==> src/rtl/bis_pkg.sv <==
`timescale 1ns / 1ps

package bis_pkg;

    // Set geometry.
    localparam int CAPACITY = 64;
    localparam int IDX_W    = (CAPACITY > 1) ? $clog2(CAPACITY) : 1;
    localparam int CNT_W    = $clog2(CAPACITY + 1);

    // Fixed field widths of the ports.
    localparam int OP_W     = 2;
    localparam int ID_W     = 32;
    localparam int STAT_W   = 2;
    localparam int POS_W    = 6;
    localparam int COUNT_W  = 7;

    typedef enum logic [OP_W-1:0] {
        OP_FIND = 2'd0,
        OP_ADD  = 2'd1,
        OP_TAKE = 2'd2
    } op_t;

    typedef enum logic [STAT_W-1:0] {
        ST_OK        = 2'd0,
        ST_NOT_FOUND = 2'd1,
        ST_FULL      = 2'd2
    } status_t;

    typedef enum logic [1:0] {
        S_IDLE,
        S_SCAN,
        S_SHIFT,
        S_DONE
    } state_t;

    typedef struct packed {
        logic             we;
        logic [IDX_W-1:0] waddr;
        logic [ID_W-1:0]  wdata;
        logic [IDX_W-1:0] raddr;
    } ram_req_t;

    typedef struct packed {
        status_t            status;
        logic [POS_W-1:0]   position;
        logic [ID_W-1:0]    taken_id;
        logic [COUNT_W-1:0] count;
    } res_t;

    // Low bits of an index or count, as the result fields carry them.
    function automatic logic [POS_W-1:0] to_pos(input logic [31:0] v);
        return v[POS_W-1:0];
    endfunction

    function automatic logic [COUNT_W-1:0] to_count(input logic [31:0] v);
        return v[COUNT_W-1:0];
    endfunction

endpackage

==> src/rtl/bis_if.sv <==
`timescale 1ns / 1ps

interface bis_req_if;
    logic                      valid;
    logic                      ready;
    logic [bis_pkg::OP_W-1:0]  opcode;
    logic [bis_pkg::ID_W-1:0]  id_value;

    modport source (output valid, output opcode, output id_value, input ready);
    modport sink   (input valid, input opcode, input id_value, output ready);
endinterface

interface bis_rsp_if;
    logic                        valid;
    logic                        ready;
    logic [bis_pkg::STAT_W-1:0]  status;
    logic [bis_pkg::POS_W-1:0]   position;
    logic [bis_pkg::ID_W-1:0]    taken_id;
    logic [bis_pkg::COUNT_W-1:0] count;

    modport source (output valid, output status, output position, output taken_id,
                    output count, input ready);
    modport sink   (input valid, input status, input position, input taken_id,
                    input count, output ready);
endinterface

==> src/rtl/bis_ram.sv <==
`timescale 1ns / 1ps

module bis_ram (
    input  logic                     clk,
    input  bis_pkg::ram_req_t        req,
    output logic [bis_pkg::ID_W-1:0] rdata
);
    import bis_pkg::*;

    logic [ID_W-1:0] mem [CAPACITY];

    always_ff @(posedge clk)
    begin
        if (req.we)
        begin
            mem[req.waddr] <= req.wdata;
        end
    end

    always_ff @(posedge clk)
    begin
        rdata <= mem[req.raddr];
    end

endmodule

==> src/rtl/bis_ctrl.sv <==
`timescale 1ns / 1ps

module bis_ctrl (
    input  logic                     clk,
    input  logic                     rst_n,
    bis_req_if.sink                  request,
    output bis_pkg::ram_req_t        ram_req,
    input  logic [bis_pkg::ID_W-1:0] ram_rdata,
    input  logic                     res_free,
    output logic                     res_load,
    output bis_pkg::res_t            res
);
    import bis_pkg::*;

    state_t             state_reg, state_next;
    logic [OP_W-1:0]    op_reg, op_next;
    logic [ID_W-1:0]    id_reg, id_next;
    logic [CNT_W-1:0]   count_reg, count_next;
    logic [CNT_W-1:0]   ptr_reg, ptr_next;
    logic               cmp_valid_reg, cmp_valid_next;
    logic [IDX_W-1:0]   cmp_idx_reg, cmp_idx_next;
    logic               wr_pend_reg, wr_pend_next;
    logic [IDX_W-1:0]   wr_idx_reg, wr_idx_next;
    status_t            status_reg, status_next;
    logic [POS_W-1:0]   pos_reg, pos_next;
    logic [ID_W-1:0]    taken_reg, taken_next;

    logic accept;
    logic scan_hit;
    logic scan_miss;
    logic shift_end;
    logic set_full;

    assign accept    = request.valid && request.ready;
    assign scan_hit  = cmp_valid_reg && (ram_rdata == id_reg);
    assign scan_miss = !cmp_valid_reg && (ptr_reg == count_reg);
    assign shift_end = !wr_pend_reg && (ptr_reg == count_reg);
    assign set_full  = (count_reg == CNT_W'(CAPACITY));

    // Next state.
    always_comb
    begin
        state_next = state_reg;
        case (state_reg)
            S_IDLE:
            begin
                if (accept)
                begin
                    state_next = S_SCAN;
                end
            end
            S_SCAN:
            begin
                if (scan_hit)
                begin
                    state_next = (op_t'(op_reg) == OP_TAKE) ? S_SHIFT : S_DONE;
                end
                else if (scan_miss)
                begin
                    state_next = S_DONE;
                end
            end
            S_SHIFT:
            begin
                if (shift_end)
                begin
                    state_next = S_DONE;
                end
            end
            S_DONE:
            begin
                if (res_free)
                begin
                    state_next = S_IDLE;
                end
            end
            default:
            begin
                state_next = S_IDLE;
            end
        endcase
    end

    // Outputs and datapath.
    always_comb
    begin
        op_next        = op_reg;
        id_next        = id_reg;
        count_next     = count_reg;
        ptr_next       = ptr_reg;
        cmp_valid_next = 1'b0;
        cmp_idx_next   = cmp_idx_reg;
        wr_pend_next   = 1'b0;
        wr_idx_next    = wr_idx_reg;
        status_next    = status_reg;
        pos_next       = pos_reg;
        taken_next     = taken_reg;
        ram_req.we     = 1'b0;
        ram_req.waddr  = wr_idx_reg;
        ram_req.wdata  = ram_rdata;
        ram_req.raddr  = ptr_reg[IDX_W-1:0];
        request.ready  = 1'b0;
        res_load       = 1'b0;

        case (state_reg)
            S_IDLE:
            begin
                request.ready = 1'b1;
                if (request.valid)
                begin
                    op_next     = request.opcode;
                    id_next     = request.id_value;
                    ptr_next    = '0;
                    status_next = ST_NOT_FOUND;
                    pos_next    = '0;
                    taken_next  = '0;
                end
            end
            S_SCAN:
            begin
                // One read is issued per cycle; its data is compared in the next cycle.
                if (ptr_reg != count_reg)
                begin
                    ptr_next       = ptr_reg + CNT_W'(1);
                    cmp_valid_next = 1'b1;
                    cmp_idx_next   = ptr_reg[IDX_W-1:0];
                end
                if (scan_hit)
                begin
                    cmp_valid_next = 1'b0;
                    case (op_t'(op_reg))
                        OP_FIND, OP_ADD:
                        begin
                            status_next = ST_OK;
                            pos_next    = to_pos(32'(cmp_idx_reg));
                        end
                        OP_TAKE:
                        begin
                            status_next = ST_OK;
                            pos_next    = to_pos(32'(cmp_idx_reg));
                            taken_next  = id_reg;
                            ptr_next    = CNT_W'(cmp_idx_reg) + CNT_W'(1);
                        end
                        default:
                        begin
                            status_next = ST_NOT_FOUND;
                        end
                    endcase
                end
                else if (scan_miss)
                begin
                    if (op_t'(op_reg) == OP_ADD)
                    begin
                        if (set_full)
                        begin
                            status_next = ST_FULL;
                        end
                        else
                        begin
                            ram_req.we    = 1'b1;
                            ram_req.waddr = count_reg[IDX_W-1:0];
                            ram_req.wdata = id_reg;
                            status_next   = ST_OK;
                            pos_next      = to_pos(32'(count_reg));
                            count_next    = count_reg + CNT_W'(1);
                        end
                    end
                end
            end
            S_SHIFT:
            begin
                // Read entry i+1 now, write it into entry i next cycle.
                if (ptr_reg != count_reg)
                begin
                    ptr_next     = ptr_reg + CNT_W'(1);
                    wr_pend_next = 1'b1;
                    wr_idx_next  = IDX_W'(ptr_reg - CNT_W'(1));
                end
                if (wr_pend_reg)
                begin
                    ram_req.we = 1'b1;
                end
                if (shift_end)
                begin
                    count_next = count_reg - CNT_W'(1);
                end
            end
            S_DONE:
            begin
                res_load = res_free;
            end
            default:
            begin
            end
        endcase

        res.status   = status_reg;
        res.position = pos_reg;
        res.taken_id = taken_reg;
        res.count    = to_count(32'(count_reg));
    end

    always_ff @(posedge clk or negedge rst_n)
    begin
        if (!rst_n)
        begin
            state_reg     <= S_IDLE;
            count_reg     <= '0;
            ptr_reg       <= '0;
            cmp_valid_reg <= 1'b0;
            wr_pend_reg   <= 1'b0;
        end
        else
        begin
            state_reg     <= state_next;
            count_reg     <= count_next;
            ptr_reg       <= ptr_next;
            cmp_valid_reg <= cmp_valid_next;
            wr_pend_reg   <= wr_pend_next;
        end
    end

    always_ff @(posedge clk)
    begin
        op_reg      <= op_next;
        id_reg      <= id_next;
        cmp_idx_reg <= cmp_idx_next;
        wr_idx_reg  <= wr_idx_next;
        status_reg  <= status_next;
        pos_reg     <= pos_next;
        taken_reg   <= taken_next;
    end

endmodule

==> src/rtl/bounded_id_set.sv <==
`timescale 1ns / 1ps

// Bounded, insertion-ordered set of up to CAPACITY distinct 32-bit identifiers,
// kept in a single-port-write, single-port-read RAM with a registered read
// port. Each request word (find, add or take) yields exactly one response
// word with a status, the position of the identifier, the removed identifier
// for a take, and the count after the operation. The set handles one request
// at a time and walks the RAM one entry per cycle through its read port:
// a find or add is accepted, scanned until a hit or the end of the set and
// then posted as a response; a take that hits also moves the later entries
// down one place before its response is posted. No clearing pass runs after
// reset: only entries below the count are ever compared or moved. A new
// request is accepted while the previous response word still waits in the
// output register.

module bounded_id_set (
    input  logic     clk,
    input  logic     rst_n,
    bis_req_if.sink  request,
    bis_rsp_if.source response
);
    import bis_pkg::*;

    ram_req_t        ram_req;
    logic [ID_W-1:0] ram_rdata;
    logic            res_free;
    logic            res_load;
    res_t            res;

    logic            out_valid_reg, out_valid_next;
    res_t            out_reg, out_next;

    bis_ram u_ram (
        .clk   (clk),
        .req   (ram_req),
        .rdata (ram_rdata)
    );

    bis_ctrl u_ctrl (
        .clk       (clk),
        .rst_n     (rst_n),
        .request   (request),
        .ram_req   (ram_req),
        .ram_rdata (ram_rdata),
        .res_free  (res_free),
        .res_load  (res_load),
        .res       (res)
    );

    // The output register takes a new word when it is empty or being drained.
    assign res_free = !out_valid_reg || response.ready;

    always_comb
    begin
        out_valid_next = out_valid_reg;
        out_next       = out_reg;
        if (res_load)
        begin
            out_valid_next = 1'b1;
            out_next       = res;
        end
        else if (response.ready)
        begin
            out_valid_next = 1'b0;
        end
    end

    always_ff @(posedge clk or negedge rst_n)
    begin
        if (!rst_n)
        begin
            out_valid_reg <= 1'b0;
        end
        else
        begin
            out_valid_reg <= out_valid_next;
        end
    end

    always_ff @(posedge clk)
    begin
        out_reg <= out_next;
    end

    assign response.valid    = out_valid_reg;
    assign response.status   = out_reg.status;
    assign response.position = out_reg.position;
    assign response.taken_id = out_reg.taken_id;
    assign response.count    = out_reg.count;

endmodule

==> src/flat_wrapper.sv <==
// flat-port wrapper written by rule: the top's interface ports become plain ports
module bounded_id_set_flat import bis_pkg::*;
  (clk, rst_n, request_valid, request_opcode, request_id_value, request_ready, response_valid, response_status, response_position, response_taken_id, response_count, response_ready);
  bis_req_if request_i ();
  bis_rsp_if response_i ();
  input  logic clk;
  input  logic rst_n;
  input wire logic [$bits(request_i.valid)-1:0] request_valid;
  input wire logic [$bits(request_i.opcode)-1:0] request_opcode;
  input wire logic [$bits(request_i.id_value)-1:0] request_id_value;
  output wire logic [$bits(request_i.ready)-1:0] request_ready;
  output wire logic [$bits(response_i.valid)-1:0] response_valid;
  output wire logic [$bits(response_i.status)-1:0] response_status;
  output wire logic [$bits(response_i.position)-1:0] response_position;
  output wire logic [$bits(response_i.taken_id)-1:0] response_taken_id;
  output wire logic [$bits(response_i.count)-1:0] response_count;
  input wire logic [$bits(response_i.ready)-1:0] response_ready;
  assign request_i.valid = request_valid;
  assign request_i.opcode = request_opcode;
  assign request_i.id_value = request_id_value;
  assign request_ready = request_i.ready;
  assign response_valid = response_i.valid;
  assign response_status = response_i.status;
  assign response_position = response_i.position;
  assign response_taken_id = response_i.taken_id;
  assign response_count = response_i.count;
  assign response_i.ready = response_ready;
  bounded_id_set u_core (.clk(clk), .rst_n(rst_n), .request(request_i), .response(response_i));
endmodule
==> config.mk <==
export PLATFORM = sky130hd
export DESIGN_NAME = bounded_id_set_flat
export DESIGN_NICKNAME = d
export VERILOG_FILES = /design/src/rtl/bis_pkg.sv /design/src/rtl/bis_if.sv /design/src/rtl/bis_ram.sv /design/src/rtl/bis_ctrl.sv /design/src/rtl/bounded_id_set.sv /design/src/flat_wrapper.sv
export SDC_FILE = /design/constraint.sdc
export NUM_CORES = 2
export LEC_CHECK = 0
export BUFFER_PORTS_ARGS = -buffer_cell sky130_fd_sc_hd__buf_2
export CAP_MARGIN = 20
export CORE_AREA = 2 2 496 696
export DETAILED_ROUTE_END_ITERATION = 7
export DIE_AREA = 0 0 498 698
export PLACE_DENSITY_LB_ADDON = 0.2
export SLEW_MARGIN = 40
export SYNTH_ARGS = -nofsm -noshare
export SYNTH_HDL_FRONTEND = slang
export SYNTH_SLANG_ARGS = --single-unit
export TNS_END_PERCENT = 30
==> constraint.sdc <==
create_clock -name clk -period 10.2 [get_ports clk]
set_input_delay 0.51 -clock clk [delete_from_list [all_inputs] [get_ports clk]]
set_output_delay 0.51 -clock clk [all_outputs]
set_load 0.005 [all_outputs]
==> flow_summary.ini <==
[worst_setup_path]
crit_arrival_ps = 5630
cp-end-kind = register
crit_required_ps = 10690
rr_worst_depth = 10
r2r_end = u_core.u_ram.mem[52][18]
criticalPathCategory = register to register
timing.rr.start = u_core.u_ctrl.state_reg[1]
crit_start = u_core.u_ctrl.state_reg[1]
startpoint_type = register
r2r_setup_slack_ps = 5060
endpoint = u_core.u_ram.mem[52][18]
crit_fanout = 42

[sta]
setup_viol = 0
slew_headroom_pct = 40.6
clock.fmax_mhz = 195
hold_viol = 0
max_slew.worst_pin.slew_ps = 891
fin_ws_ps = 5060
timing.final.crit_share_pct = 50.4
grt_setup_unrepaired = no
min_period_ps = 5140
fin_skew_ps = 43.2
slew_violations = 0
tns_ps = 0

[clocking]
path_clk_slew_ps = 60
tritoncts = yes
numCtsBuffers = 228
h-tree-depth = 4
clock_sinks = 2232
clock-root-buffer = clkbuf_16
post_cts_resized = 0
cts.path.max_buffers = 4
clock_latency_ps = 900

[synth]
yosysUniqueCellTypes = 51
ys_seq_area_share_pct = 78.3
avgSynthCellArea_um2 = 24.6
synth-seq-cells = 2232
syn_area_um2 = 85000
synth_top_cell_by_area = edfxtp_1
synth_edf_count = 2181
synthArstFlopShare_pct = 0.851
synth_most_common_cell = edfxtp_1
synthTopCellsByCount = 2181 x edfxtp_1, 672 x mux4_2, 94 x clkbuf_1, 85 x nor2_1, 46 x xnor2_1
ys.flop_type = edfxtp_1
synthCells = 3463
ys_warn_count = 0
netlist.area_leader.share_pct = 77.0
synthTopCellsByArea = edfxtp_1 77%, mux4_2 18%, dfxtp_1 0.75%, dfrtp_1 0.56%, xnor2_1 0.47%
synth_fp_nets = 3514

[pwr]
power.density_nw_per_um2 = 182
p_leak_uw = 0.0222
power_uw = 18200
ir_drop_mv = 0.130

[cells_and_area]
syn2layout_area_growth_pct = 17.8
final_util_pct = 29.4
finalNetCount = 3823
largest_register_ffs = 2048
drive_above_1_share_pct = 33.4
largest_register = u_core.u_ram.mem
postLayoutCellArea_um2 = 100000

[grt]
overflow = 0
grt_max_degree = 122
antenna_found_initial = 17
grt_pass1_wl_um = 332000
globalRouteTotalUtil_pct = 13.4
grt_pass1_vias = 39700

[flow_run]
maxCapViolCount = 0

[detailed_routing]
drc = 0
wirelength_um = 237000
first_pass_iters = 5
viasPerCell = 4.47
route.antenna.remaining_nets = 0
via_count = 37800
wire_per_inst_um = 28.1
dr.first_iter.drc_count = 3082

[placed_design]
dp_hpwl_um = 141000
portBuffers = 86
place_area_um2 = 92300
gp_congestion = 0.771
pre_cts_ws_ps = 4890

[die]
die_area_um2 = 348000
dieWidth_um = 498
die_h_um = 698
boundaryPins = 87
placementRows = 254
start_util_pct = 24.9
core_um2 = 341000

[outcome]
outcome = finished, final reports clean

[hold_path]
hold_class = input port to register
-- layout make-up --
| class | count | area (um2) |
|---|---|---|
| diodes | 14 | 35.0 |
| clock buffers | 300 | 6150 |
| clock inverters | 112 | 1100 |
| fillers | 32800 | 241000 |
| inverters | 14 | 52.6 |
| multi-input cells | 1045 | 18400 |
| flip-flops and latches | 2232 | 66600 |
| well taps | 4480 | 5610 |
| repair buffers | 251 | 2210 |
-- worst min path at each step --
stage,startpoint,endpoint,slack [ps],depth (start not counted)
6_report,request_id_value[28],u_core.u_ctrl.id_reg[28],80,1
3_3_place_gp,u_core.u_ctrl.taken_reg[27],u_core.response.taken_id[27],400,0
4_1_cts,request_id_value[28],u_core.u_ctrl.id_reg[28],7,1
3_5_place_dp,u_core.u_ctrl.taken_reg[10],u_core.response.taken_id[10],400,0
2_1_floorplan,rst_n,u_core.response.valid,210,0
5_1_grt,request_id_value[28],u_core.u_ctrl.id_reg[28],30,1
-- cells by family (layout without fill, tap and decap cells) --
group	after synthesis	count (layout)	share of synthesized area, %
compound gates	61	61	0.472
fa+ha+maj	13	13	0.200
other cells	0	14	0
simple gates	207	207	1.18
xor+xnor	53	53	0.546
buf+inv	186	677	0.954
flops	2232	2232	78.3
mux	711	711	18.3
-- cells in the final DEF (no fill, tap or decap), types with 7 or more instances in the layout --
cell type | synthesis | routed
buf_12 | 0 | 13
and2_1 | 36 | 34
buf_16 | 0 | 10
mux2_8 | 0 | 13
nand3_1 | 22 | 14
diode_2 | 0 | 14
a21oi_1 | 9 | 9
nand4_1 | 11 | 11
mux2_2 | 31 | 17
clkinv_2 | 0 | 31
nand3_2 | 0 | 8
xor2_1 | 7 | 7
nor3_1 | 8 | 8
ha_1 | 12 | 11
bufinv_16 | 0 | 20
xnor2_1 | 46 | 46
buf_8 | 0 | 7
o21ai_0 | 21 | 19
mux2i_1 | 8 | 8
clkbuf_16 | 0 | 232
dfrtp_1 | 19 | 13
clkbuf_1 | 94 | 59
nand2_1 | 22 | 22
nor2_1 | 85 | 20
buf_2 | 39 | 86
buf_6 | 2 | 11
dlygate4sd3_1 | 0 | 32
clkinvlp_4 | 0 | 10
clkbuf_8 | 0 | 9
nor2_4 | 0 | 65
buf_4 | 13 | 92
dfxtp_1 | 32 | 32
edfxtp_1 | 2181 | 2181
inv_1 | 13 | 13
clkinv_1 | 1 | 43
mux4_2 | 672 | 672
-- critical path, cell delays in order (launching register included) --
cell     delay, ps
dfrtp_1        410
inv_1          110
ha_2           680
nand2_1        150
nor3_2         550
nand2_2         80
buf_4          360
mux2i_1        640
nand3_2        540
nor2_4         670
buf_4          470
-- repair_timing --
item,in CTS,in global routing
buffers inserted,0,0
endpoints found under the hold margin,50,0
hold buffers,32,0
-- power by group --
part	leakage, uW	switching [uW]	internal (uW)	total (uW)
Combinational	0.00511	12.5	13.1	25.6
Sequential	0.0136	0.0000000000000133	9910	9910
Clock	0.00351	3530	4730	8260
Total	0.0222	3550	14700	18200
-- layer usage --
layer  share of wire (%)  up-vias  GRT usage [%]
met4                 2.3        0           3.11
met5                   0        -              0
li1                    -    15500              -
met2                  51      908           23.4
met1                  42    21000           17.8
met3                 4.3      302           1.65
-- per-stage QoR --
step	hold slack [ps]	std cells
after global placement	403	7965
final	79.6	8448
after global routing	28.2	8435
after detailed placement	405	7982
after floorplan	214	3463
after CTS	6.90	8426
Power figures use the tool's default switching activity.
